--- config.mk ---
export PLATFORM = sky130hd
export DESIGN_NAME = utf16_to_utf8_transcoder
export DESIGN_NICKNAME = d
export VERILOG_FILES = /design/src/rtl/u16u8_pkg.sv /design/src/rtl/u16u8_front.sv /design/src/rtl/u16u8_fifo.sv /design/src/rtl/u16u8_back.sv /design/src/rtl/utf16_to_utf8_transcoder.sv
export SDC_FILE = /design/constraint.sdc
export NUM_CORES = 1
export LEC_CHECK = 0
export BUFFER_PORTS_ARGS = -buffer_cell sky130_fd_sc_hd__buf_2
export CAP_MARGIN = 25
export CORE_AREA = 2 2 174 176
export DETAILED_ROUTE_END_ITERATION = 10
export DIE_AREA = 0 0 176 178
export REMOVE_ABC_BUFFERS = 1
export SLEW_MARGIN = 20
export SYNTH_ARGS = -nofsm -noshare
export SYNTH_HDL_FRONTEND = slang
export SYNTH_SLANG_ARGS = --single-unit
--- constraint.sdc ---
create_clock -name clk -period 5.05 [get_ports clk]
set_clock_uncertainty 0.1 [all_clocks]
set_input_delay 1.01 -clock clk [delete_from_list [all_inputs] [get_ports clk]]
set_output_delay 1.01 -clock clk [all_outputs]
set_load 0.01 [all_outputs]
--- src/rtl/u16u8_pkg.sv ---
// Shared constants, the job type and helper functions for the UTF-16 to UTF-8 transcoder.
// Holds the job record passed from the front end to the back end.
// No dependencies.
package u16u8_pkg;

	localparam logic [15:0] SURR_HI_BASE = 16'hD800;
	localparam logic [15:0] SURR_LO_BASE = 16'hDC00;
	localparam logic [15:0] SURR_END     = 16'hE000;
	localparam logic [20:0] SUPP_BASE    = 21'h10000;

	typedef struct packed {
		logic [20:0] cp0;
		logic [2:0]  len0;
		logic [15:0] cp1;
		logic [1:0]  len1;
		logic        last;
	} job_t;

	function automatic logic [2:0] cp_len(input logic [20:0] cp);
		logic [2:0] n;
		if (cp < 21'h80) begin
			n = 3'd1;
		end else if (cp < 21'h800) begin
			n = 3'd2;
		end else if (cp < SUPP_BASE) begin
			n = 3'd3;
		end else begin
			n = 3'd4;
		end
		return n;
	endfunction

	function automatic logic [7:0] utf8_byte(input logic [20:0] cp, input logic [2:0] len,
			input logic [1:0] idx);
		logic [7:0] b;
		b = 8'h00;
		case (len)
			3'd1: b = {1'b0, cp[6:0]};
			3'd2: begin
				case (idx)
					2'd0:    b = {3'b110, cp[10:6]};
					default: b = {2'b10, cp[5:0]};
				endcase
			end
			3'd3: begin
				case (idx)
					2'd0:    b = {4'b1110, cp[15:12]};
					2'd1:    b = {2'b10, cp[11:6]};
					default: b = {2'b10, cp[5:0]};
				endcase
			end
			3'd4: begin
				case (idx)
					2'd0:    b = {5'b11110, cp[20:18]};
					2'd1:    b = {2'b10, cp[17:12]};
					2'd2:    b = {2'b10, cp[11:6]};
					default: b = {2'b10, cp[5:0]};
				endcase
			end
			default: b = 8'h00;
		endcase
		return b;
	endfunction

endpackage

--- src/rtl/u16u8_front.sv ---
// Front end: accepts code units, tracks surrogate and NUL state and builds jobs.
// Depends on u16u8_pkg.
module u16u8_front
	import u16u8_pkg::*;
(
	input  logic        clk,
	input  logic        arst_n,
	input  logic        accept,
	input  logic [15:0] code_unit,
	input  logic        last_unit,
	output logic        push,
	output job_t        job
);

	logic [9:0] held_bits_q;
	logic       held_q;
	logic       stopped_q;

	logic       is_low;
	logic       is_high;
	logic       pair_done;
	logic       hold_now;
	logic       stop_now;
	logic [9:0] held_bits_d;
	logic       held_d;
	logic       stopped_d;

	assign is_low  = (code_unit >= SURR_LO_BASE) && (code_unit < SURR_END);
	assign is_high = (code_unit >= SURR_HI_BASE) && (code_unit < SURR_LO_BASE);

	always_comb begin
		job         = '0;
		job.last    = last_unit;
		pair_done   = 1'b0;
		hold_now    = 1'b0;
		stop_now    = 1'b0;
		if (!stopped_q) begin
			if (held_q) begin
				if (is_low) begin
					job.cp0   = SUPP_BASE + 21'({held_bits_q, code_unit[9:0]});
					job.len0  = 3'd4;
					pair_done = 1'b1;
				end else begin
					job.cp0  = 21'(SURR_HI_BASE | {6'd0, held_bits_q});
					job.len0 = 3'd3;
				end
			end
			if (!pair_done) begin
				if (code_unit == 16'd0) begin
					stop_now = 1'b1;
				end else if (is_high && !last_unit) begin
					hold_now = 1'b1;
				end else begin
					job.cp1  = code_unit;
					job.len1 = 2'(cp_len(21'(code_unit)));
				end
			end
		end
	end

	assign push = accept && ((job.len0 != 3'd0) || (job.len1 != 2'd0) || last_unit);

	always_comb begin
		held_bits_d = held_bits_q;
		held_d      = held_q;
		stopped_d   = stopped_q;
		if (!stopped_q && held_q) begin
			held_d      = 1'b0;
			held_bits_d = '0;
		end
		if (hold_now) begin
			held_d      = 1'b1;
			held_bits_d = code_unit[9:0];
		end
		if (stop_now) begin
			stopped_d = 1'b1;
		end
		if (last_unit) begin
			held_d      = 1'b0;
			held_bits_d = '0;
			stopped_d   = 1'b0;
		end
	end

	always_ff @(posedge clk or negedge arst_n) begin
		if (!arst_n) begin
			held_bits_q <= '0;
			held_q      <= 1'b0;
			stopped_q   <= 1'b0;
		end else if (accept) begin
			held_bits_q <= held_bits_d;
			held_q      <= held_d;
			stopped_q   <= stopped_d;
		end
	end

endmodule

--- src/rtl/u16u8_fifo.sv ---
// Short job queue between the front end and the back end.
// Depends on u16u8_pkg.
module u16u8_fifo
	import u16u8_pkg::*;
#(
	parameter int DEPTH = 4
) (
	input  logic clk,
	input  logic arst_n,
	input  logic push,
	input  job_t wr_job,
	input  logic pop,
	output job_t rd_job,
	output logic full,
	output logic empty
);

	localparam int AW = (DEPTH > 1) ? $clog2(DEPTH) : 1;
	localparam int CW = $clog2(DEPTH + 1);

	job_t          mem_q [DEPTH];
	logic [AW-1:0] wr_ptr_q;
	logic [AW-1:0] rd_ptr_q;
	logic [CW-1:0] count_q;

	assign full   = (count_q == CW'(DEPTH));
	assign empty  = (count_q == '0);
	assign rd_job = mem_q[rd_ptr_q];

	always_ff @(posedge clk) begin
		if (push) begin
			mem_q[wr_ptr_q] <= wr_job;
		end
	end

	always_ff @(posedge clk or negedge arst_n) begin
		if (!arst_n) begin
			wr_ptr_q <= '0;
			rd_ptr_q <= '0;
			count_q  <= '0;
		end else begin
			if (push) begin
				wr_ptr_q <= (wr_ptr_q == AW'(DEPTH - 1)) ? '0 : wr_ptr_q + 1'b1;
			end
			if (pop) begin
				rd_ptr_q <= (rd_ptr_q == AW'(DEPTH - 1)) ? '0 : rd_ptr_q + 1'b1;
			end
			if (push && !pop) begin
				count_q <= count_q + 1'b1;
			end else if (pop && !push) begin
				count_q <= count_q - 1'b1;
			end
		end
	end

endmodule

--- src/rtl/u16u8_back.sv ---
// Back end: walks the bytes of each job and drives the registered result port.
// Depends on u16u8_pkg.
module u16u8_back
	import u16u8_pkg::*;
(
	input  logic       clk,
	input  logic       arst_n,
	input  job_t       job,
	input  logic       job_ready,
	output logic       pop,
	output logic       result_valid,
	input  logic       result_stall,
	output logic [7:0] byte_value,
	output logic       byte_valid,
	output logic       last_of_run,
	output logic       end_of_string
);

	logic [2:0] pos_q;
	logic       out_valid_q;
	logic [7:0] byte_q;
	logic       byte_valid_q;
	logic       last_run_q;
	logic       eos_q;

	logic       load;
	logic       advance;
	logic [2:0] total;
	logic       no_bytes;
	logic       final_byte;
	logic       in_first;
	logic [2:0] rel_pos;
	logic [7:0] next_byte;

	assign load     = !out_valid_q || !result_stall;
	assign advance  = load && job_ready;
	assign total    = job.len0 + 3'(job.len1);
	assign no_bytes = (total == 3'd0);
	assign final_byte = no_bytes || (pos_q == total - 3'd1);
	assign in_first = (pos_q < job.len0);
	assign rel_pos  = pos_q - job.len0;

	always_comb begin
		if (in_first) begin
			next_byte = utf8_byte(job.cp0, job.len0, pos_q[1:0]);
		end else begin
			next_byte = utf8_byte(21'(job.cp1), 3'(job.len1), rel_pos[1:0]);
		end
	end

	assign pop = advance && final_byte;

	always_ff @(posedge clk or negedge arst_n) begin
		if (!arst_n) begin
			pos_q       <= '0;
			out_valid_q <= 1'b0;
		end else begin
			if (load) begin
				out_valid_q <= job_ready;
			end
			if (advance) begin
				pos_q <= final_byte ? 3'd0 : pos_q + 3'd1;
			end
		end
	end

	always_ff @(posedge clk) begin
		if (advance) begin
			byte_q       <= no_bytes ? 8'h00 : next_byte;
			byte_valid_q <= !no_bytes;
			last_run_q   <= final_byte;
			eos_q        <= final_byte && job.last;
		end
	end

	assign result_valid  = out_valid_q;
	assign byte_value    = byte_q;
	assign byte_valid    = byte_valid_q;
	assign last_of_run   = last_run_q;
	assign end_of_string = eos_q;

endmodule

--- src/rtl/utf16_to_utf8_transcoder.sv ---
// UTF-16 to UTF-8 transcoder top level: front end, job queue and byte back end.
// Path: the first byte of a unit is written into the queue and then into the output register
// on its way to the result port.
// Throughput: one unit per cycle in while the queue has room, one result byte per cycle out
// while result_stall is low; a unit yields zero to six bytes (an empty end marker still takes
// one result slot), sent one at a time by the byte-wide back end.
// Reset: arst_n clears surrogate state, queue pointers and the output valid at once.
module utf16_to_utf8_transcoder
	import u16u8_pkg::*;
#(
	parameter int QUEUE_DEPTH = 4
) (
	input  logic        clk,
	input  logic        arst_n,
	input  logic        unit_valid,
	output logic        unit_stall,
	input  logic [15:0] code_unit,
	input  logic        last_unit,
	output logic        result_valid,
	input  logic        result_stall,
	output logic [7:0]  byte_value,
	output logic        byte_valid,
	output logic        last_of_run,
	output logic        end_of_string
);

	logic accept;
	logic push;
	logic pop;
	logic full;
	logic empty;
	job_t wr_job;
	job_t rd_job;

	assign unit_stall = full;
	assign accept     = unit_valid && !full;

	u16u8_front u_front (
		.clk       (clk),
		.arst_n    (arst_n),
		.accept    (accept),
		.code_unit (code_unit),
		.last_unit (last_unit),
		.push      (push),
		.job       (wr_job)
	);

	u16u8_fifo #(
		.DEPTH (QUEUE_DEPTH)
	) u_fifo (
		.clk    (clk),
		.arst_n (arst_n),
		.push   (push),
		.wr_job (wr_job),
		.pop    (pop),
		.rd_job (rd_job),
		.full   (full),
		.empty  (empty)
	);

	u16u8_back u_back (
		.clk           (clk),
		.arst_n        (arst_n),
		.job           (rd_job),
		.job_ready     (!empty),
		.pop           (pop),
		.result_valid  (result_valid),
		.result_stall  (result_stall),
		.byte_value    (byte_value),
		.byte_valid    (byte_valid),
		.last_of_run   (last_of_run),
		.end_of_string (end_of_string)
	);

endmodule

---- After elaboration in Yosys (flattened, before gate mapping) ----
Memory sizes are Yosys's and may differ from the RTL's.
Cells that the tools add are included.
word-level totals
  memory bits (writable) .................. 172
  bits in registers ....................... 34
  output and inout bits ................... 13
  word-level logic and storage cells ...... 120
  memories ................................ 1
cells by class
  add/sub/neg operators ................... 9
  mux-type cells .......................... 41
  reductions and logical operators ........ 36
  $lt $le $gt $ge ......................... 7
  equality and inequality tests ........... 14
memory list
  memory        depth  width  rd ports  clocked after memory_dff  wr ports  RTL line          source
  u_fifo.mem_q  4      43     1         0                         1         u16u8_fifo.sv:21  job_t mem_q [DEPTH];
operators with widths
  cell                    count
  $mux 18                 3
  $mux 24                 2
  $mux 42                 1
  $ge 16x16->1 const B    2
  $lt 16x16->1 const B    2
  $pmux 8 s4              1
  $mux 10                 3
  $pmux 7 s2              2
  $pmux 8 s3              1
  $add 17x20->21 const A  1
  $pmux 7 s3              1
  $mux 1                  18
  $logic_not 16->1        1
  $lt 16x12->1 const B    1
  $lt 16x8->1 const B     1
  $mux 7                  2
  $logic_and 1x1->1       11
  $eq 2x2->1 const B      5
  $logic_not 1->1         9
  $mux 3                  3
  $mux 8                  1
  $add 3x1->3 const B     2
  $eq 2x1->1 const B      3
  $eq 3x2->1 const B      2
  other kinds (15)        29

---- Logic depth before layout (Yosys ltp) ----
  word-level depth ........................ 15
  depth in mapped cells ................... 20
  depth with buffers taken out ............ 17

---- Modules after synthesis ----
A second synthesis with hierarchy kept.
unflattened totals
  cells, all modules ...................... 603
  area total of the unflattened synthesis .. 9574.2 µm²
modules (own cells, without submodules)
  module                    sequential area each (µm²)  area an instance (µm²)  cells each  instances
  u16u8_fifo                5340.1                      6681.4                  262         1
  u16u8_back                430.4                       1766.7                  199         1
  u16u8_front               300.3                       1108.6                  140         1
  utf16_to_utf8_transcoder  0.0                         17.5                    2           1

---- Worst setup path before layout ----
OpenSTA, ideal clock, no wires.
  path type ............................... register to register
  from .................................... register u_fifo.rd_ptr_q[0]
  to ...................................... register u_fifo.count_q[2]
  setup slack ............................. 0.562 ns
  setup time .............................. 0.079 ns
  buffers on the path ..................... 3
  data required time ...................... 4.871 ns
  cell stages (with the launch flop) ...... 21
  period minus slack after synthesis ...... 4.488 ns
  arrival ................................. 4.309 ns
  path through ............................ dfrtp_1 buf_6 buf_6 buf_6 mux4_2 ha_1 inv_1 fa_1 ha_1 ha_1 xor2_1 a31oi_1 inv_1 and2_1 inv_1 ha_1 inv_1 fa_1 xor2_1 nor2_1 xor2_1
between the ends
  cells in the longest elaborated chain, start to end .. 9
  elaborated cells between the ends (all ways) .. 12
  classes of those cells .................. 2 x add/sub; 1 x eq/ne; 1 x mux; 7 x reduce/logical; 1 x memory
ends and longest elaborated chain
  item                                                RTL line          source
  from (decl)                                         u16u8_fifo.sv:23  logic [AW-1:0] rd_ptr_q;
  from (signal assigned)                              u16u8_fifo.sv:46  rd_ptr_q <= (rd_ptr_q == AW'(DEPTH - 1)) ? '0 : rd_ptr_q + 1'b1;
  $mem_v2 4x43 (*)                                    -
  $add 3x2->3 (*)                                     u16u8_back.sv:37  assign total = job.len0 + 3'(job.len1);
  $sub 3x1->3                                         u16u8_back.sv:39  assign final_byte = no_bytes || (pos_q == total - 3'd1);
  $eq 3x3->1                                          u16u8_back.sv:39
  $logic_or 1x1->1 (*)                                u16u8_back.sv:39
  named net u_back.final_byte                         u16u8_back.sv:30  logic final_byte;
  $logic_and 1x1->1 (*)                               u16u8_back.sv:51  assign pop = advance && final_byte;
  $logic_not 1->1                                     u16u8_fifo.sv:48  if (push && !pop) begin
  $logic_and 1x1->1                                   u16u8_fifo.sv:48
  $mux 3 / $reduce_bool 2->1 (equally long branches)  -
  to (signal assigned)                                u16u8_fifo.sv:49  count_q <= count_q + 1'b1;
  to (signal assigned)                                u16u8_fifo.sv:51  count_q <= count_q - 1'b1;
  to (decl)                                           u16u8_fifo.sv:24  logic [CW-1:0] count_q;
Mark *: on every way through the listed nets, which the timed path passes. The rest lies on a longest branch.
A chain may end at the register's enable or synchronous reset.

---- Worst setup path after layout ----
Ends and elaborated chain as after synthesis.

==> qor.json <==
{
  "status": "finished clean",
  "worstSetupStartpoint": "u_fifo.rd_ptr_q[0]$_DFFE_PN0P_",
  "vias": 5061,
  "finalCritPeriodShare": 0.8993,
  "worstMarginPinSlew_ns": 0.8498,
  "synth_top_flop_cell": "sky130_fd_sc_hd__edfxtp_1",
  "timing.critical_path.to_type": "flop",
  "synth_area_leader_cell": "sky130_fd_sc_hd__edfxtp_1",
  "min-delay-path-class": "flop to flop",
  "critPathKind": "flop to flop",
  "finalNetCount": 660,
  "htree_num_levels": 1,
  "mostFrequentLayoutCell": "sky130_fd_sc_hd__edfxtp_1",
  "yosysSeqAreaShare": 0.6628,
  "synth_top_area_share": 0.5987,
  "cts.repair.resized": 0,
  "max_stage_delay_ns": 0.61,
  "worstSetupEndpoint": "u_fifo.count_q[2]$_DFFE_PN0P_",
  "hold_viol": 0,
  "detail_route.drc_violations": 0,
  "areaGrowthSynthToFinish_pct": 16.92,
  "path_common_cell": "sky130_fd_sc_hd__inv_1",
  "clkPwrFrac": 0.261,
  "static-leakage-power_nw": 3.737,
  "worst_ep_arrival_time_ns": 4.87,
  "critical_path.reg2reg.endpoint": "u_fifo.count_q[2]$_DFFE_PN0P_",
  "clkSlewWorstSetupHoldPaths_ns": 0.06,
  "yosys_warnings": 0,
  "p_int_w": 0.004596,
  "maxCapViolCount": 0,
  "crit_required_ns": 5.38,
  "cp-start-kind": "flop",
  "fillCellCount": 2720,
  "grt_first_pass_wirelength_mm": 30.99,
  "tritoncts": "yes",
  "cts_root_buf": "sky130_fd_sc_hd__clkbuf_16",
  "post_synth_edffs": 179,
  "critical_path.reg2reg.startpoint": "u_fifo.rd_ptr_q[0]$_DFFE_PN0P_",
  "final_layout_size_suffix_gt1_frac": 0.2227,
  "dp_hpwl_mm": 13.28,
  "dpl_cell_area_mm2": 0.009656,
  "worst_r2r_path_depth": 17,
  "cts-root-to-sink-buffers": 3,
  "count_of_port_buffers_added_during_placement": 33,
  "detail_route.first_pass.iterations": 5,
  "synth.top_cells.by_area": "sky130_fd_sc_hd__edfxtp_1 60%, sky130_fd_sc_hd__mux4_2 8.5%, sky130_fd_sc_hd__dfrtp_1 6.4%, sky130_fd_sc_hd__ha_1 2.8%, sky130_fd_sc_hd__nand2_1 2.2%",
  "insertion_delay_ns": 0.50,
  "antenna_found_initial": 0,
  "netlist-cell-type-count": 58,
  "timing.final.max_slew_violations": 0,
  "net-switching-power_w": 0.002387,
  "post_drt_wl_per_cell_um": 19.66,
  "vdd.ir_drop.worst_mv": 0.4342,
  "start_util": 0.3054,
  "clock_sinks": 202,
  "power.density_mw_per_mm2": 665.2,
  "power.combinational.fraction": 0.381,
  "gpl.final_weighted_congestion": 0.8158,
  "critPathSlowestCell": "sky130_fd_sc_hd__mux4_2",
  "final_cell_mix": "179 x sky130_fd_sc_hd__edfxtp_1, 53 x sky130_fd_sc_hd__nand2_1, 34 x sky130_fd_sc_hd__mux4_2, 34 x sky130_fd_sc_hd__nor2_1, 33 x sky130_fd_sc_hd__buf_2",
  "grt_pass1_vias": 5118,
  "timing.hold.worst.start": "u_fifo.count_q[2]$_DFFE_PN0P_",
  "core_mm2": 0.02940,
  "setup_repair_after_global_routing_missed_its_margin": "false",
  "design.die.area_mm2": 0.03133,
  "design_area_mm2": 0.01050,
  "regToRegSetupSlack_ns": 0.51,
  "chipWidth_um": 176,
  "vias_per_cell": 4.942,
  "routed_wl_mm": 20.14,
  "post-route-min-period_ns": 4.542,
  "cts-buffers-inserted": 22,
  "synth_cells": 572,
  "drt_iter0_markers": 406,
  "synthArstFlopShare": 0.1139,
  "global_route.usage.total": 0.1301,
  "setup-violations-final": 0,
  "power.switching_fraction": 0.3419,
  "drtAntennaViolNets": 0,
  "pin_count_of_the_biggest_net_entering_global_routing": 43,
  "die_h_um": 178,
  "worstPathMaxFanout": 10,
  "hold-worst-slack_ns": 0.3931,
  "grt_remaining_overflow": 0,
  "postCtsSetupBuffers": 0,
  "register_bit_total_from_synthesis": 202,
  "seq_power_share": 0.358,
  "syn-cell-area_mm2": 0.008979,
  "ioPinCount": 34,
  "max_clock_freq_mhz": 220.2,
  "syn_area_per_cell_um2": 15.70,
  "crit_chain": "buf_4, mux4_2, inv_1, fa_1, ha_1, ha_1, xor2_1, a31oi_1, inv_1, and2_1, inv_1, ha_1, inv_1, fa_1, xor2_1, nor2_1, xor2_1",
  "max_slew_margin": 0.4314,
  "fp-row-count": 63,
  "cts_hold_buffers": 0
}
how the worst min path moves through the flow:
stage / endpoint / slack [ns] / cells past startpoint
global placement: u_fifo.count_q[2]$_DFFE_PN0P_ / 0.38 / 1
CTS: u_fifo.count_q[2]$_DFFE_PN0P_ / 0.39 / 1
finish: u_fifo.count_q[2]$_DFFE_PN0P_ / 0.39 / 1
detailed placement: u_fifo.count_q[2]$_DFFE_PN0P_ / 0.38 / 1
floorplan: u_fifo.count_q[2]$_DFFE_PN0P_ / 0.36 / 1
global route: u_fifo.count_q[2]$_DFFE_PN0P_ / 0.40 / 1
area by class of cell:
| cell class | count | area (µm²) | area share |
|---|---|---|---|
| sequential | 202 | 5953 | 0.5671 |
| multi-input combinational | 326 | 2859 | 0.2723 |
| clock buffer | 27 | 620.6 | 0.05912 |
| tap | 390 | 488.0 | 0.04648 |
| timing repair buffer | 45 | 280.3 | 0.02670 |
| clock inverter | 13 | 219.0 | 0.02086 |
| inverter | 20 | 75.07 | 0.007151 |
| antenna | 1 | 2.502 | 0.0002384 |
per-layer routing:
metal  routed length [µm]  GRT usage  vias to the layer above
met3                  905    0.02110                       22
met4                  269    0.03168                        0
met5                    0          0                        -
met1                 9545     0.1857                     2617
li1                     -          -                     2313
met2                 9416     0.2088                      109
critical path, delay by kind of cell (launching register included):
family	cells	cell delay (ns)
flops	1	0.40
buf+inv	5	0.74
fa+ha+maj	5	1.51
xor+xnor	3	0.48
compound gates	1	0.30
simple gates	2	0.34
mux	1	0.61
synth_stat cells, drive strengths merged, types with 4 or more instances:
library cell  number
and3              15
o21ai             20
clkbuf            14
ha                20
a21oi              8
a32oi              4
mux2              11
nor2              34
buf               10
o211ai             6
nand3              9
edfxtp           179
a22oi              6
mux2i             11
and2              10
nand2             54
dfrtp             23
mux4              39
inv               20
xor2               8
nor2b              9
nand2b             6
nor3               6
a31oi              5
registers in the layout (all words and copies together), names as in the netlist:
| name | count |
|---|---|
| u_front.held_q | 1 |
| u_fifo.wr_ptr_q | 2 |
| u_fifo.count_q | 3 |
| u_fifo.mem_q | 168 |
| u_back.byte_valid | 1 |
| u_back.last_of_run | 1 |
| u_front.stopped_q | 1 |
| u_back.byte_value | 8 |
| u_fifo.rd_ptr_q | 2 |
| u_back.pos_q | 3 |
| u_back.result_valid | 1 |
| u_front.held_bits_q | 10 |
| u_back.end_of_string | 1 |
stage by stage:
| step | TNS, ns | total power (W) | setup slack (ns) | std cells | utilization |
|---|---|---|---|---|---|
| final | 0 | 0.006983 | 0.5084 | 1024 | 0.3570 |
| after floorplan | -0.9578 | 0.004340 | -0.5048 | 548 | - |
| after detailed placement | 0 | 0.005200 | 0.5493 | 983 | 0.3284 |
| after global placement | 0 | 0.005163 | 0.6333 | 983 | 0.3284 |
| after CTS | 0 | 0.007043 | 0.5156 | 1023 | 0.3570 |
| after global routing | 0 | 0.007374 | 0.1868 | 1023 | 0.3570 |
kinds of logic after synthesis:
kind of cell / count (synthesis) / synth area share
muxes: 61 / 0.1260
and+or+nand+nor: 162 / 0.09016
buffers and inverters: 44 / 0.02327
adders and majority gates: 22 / 0.03233
DFF: 202 / 0.6628
AOI/OAI and AO/OA: 71 / 0.05574
xor gates and xnor gates: 10 / 0.009755
power groups by stage:
stage | combinational, W | clock (W) | sequential [W]
2_1_floorplan | 0.00171 | 0 | 0.00263
3_3_place_gp | 0.00264 | 0 | 0.00253
3_5_place_dp | 0.00266 | 0 | 0.00254
4_1_cts | 0.00268 | 0.00186 | 0.00251
5_1_grt | 0.00292 | 0.00192 | 0.00254
6_report | 0.00266 | 0.00183 | 0.00250
Note: power is estimated with default switching activity, not from simulation.
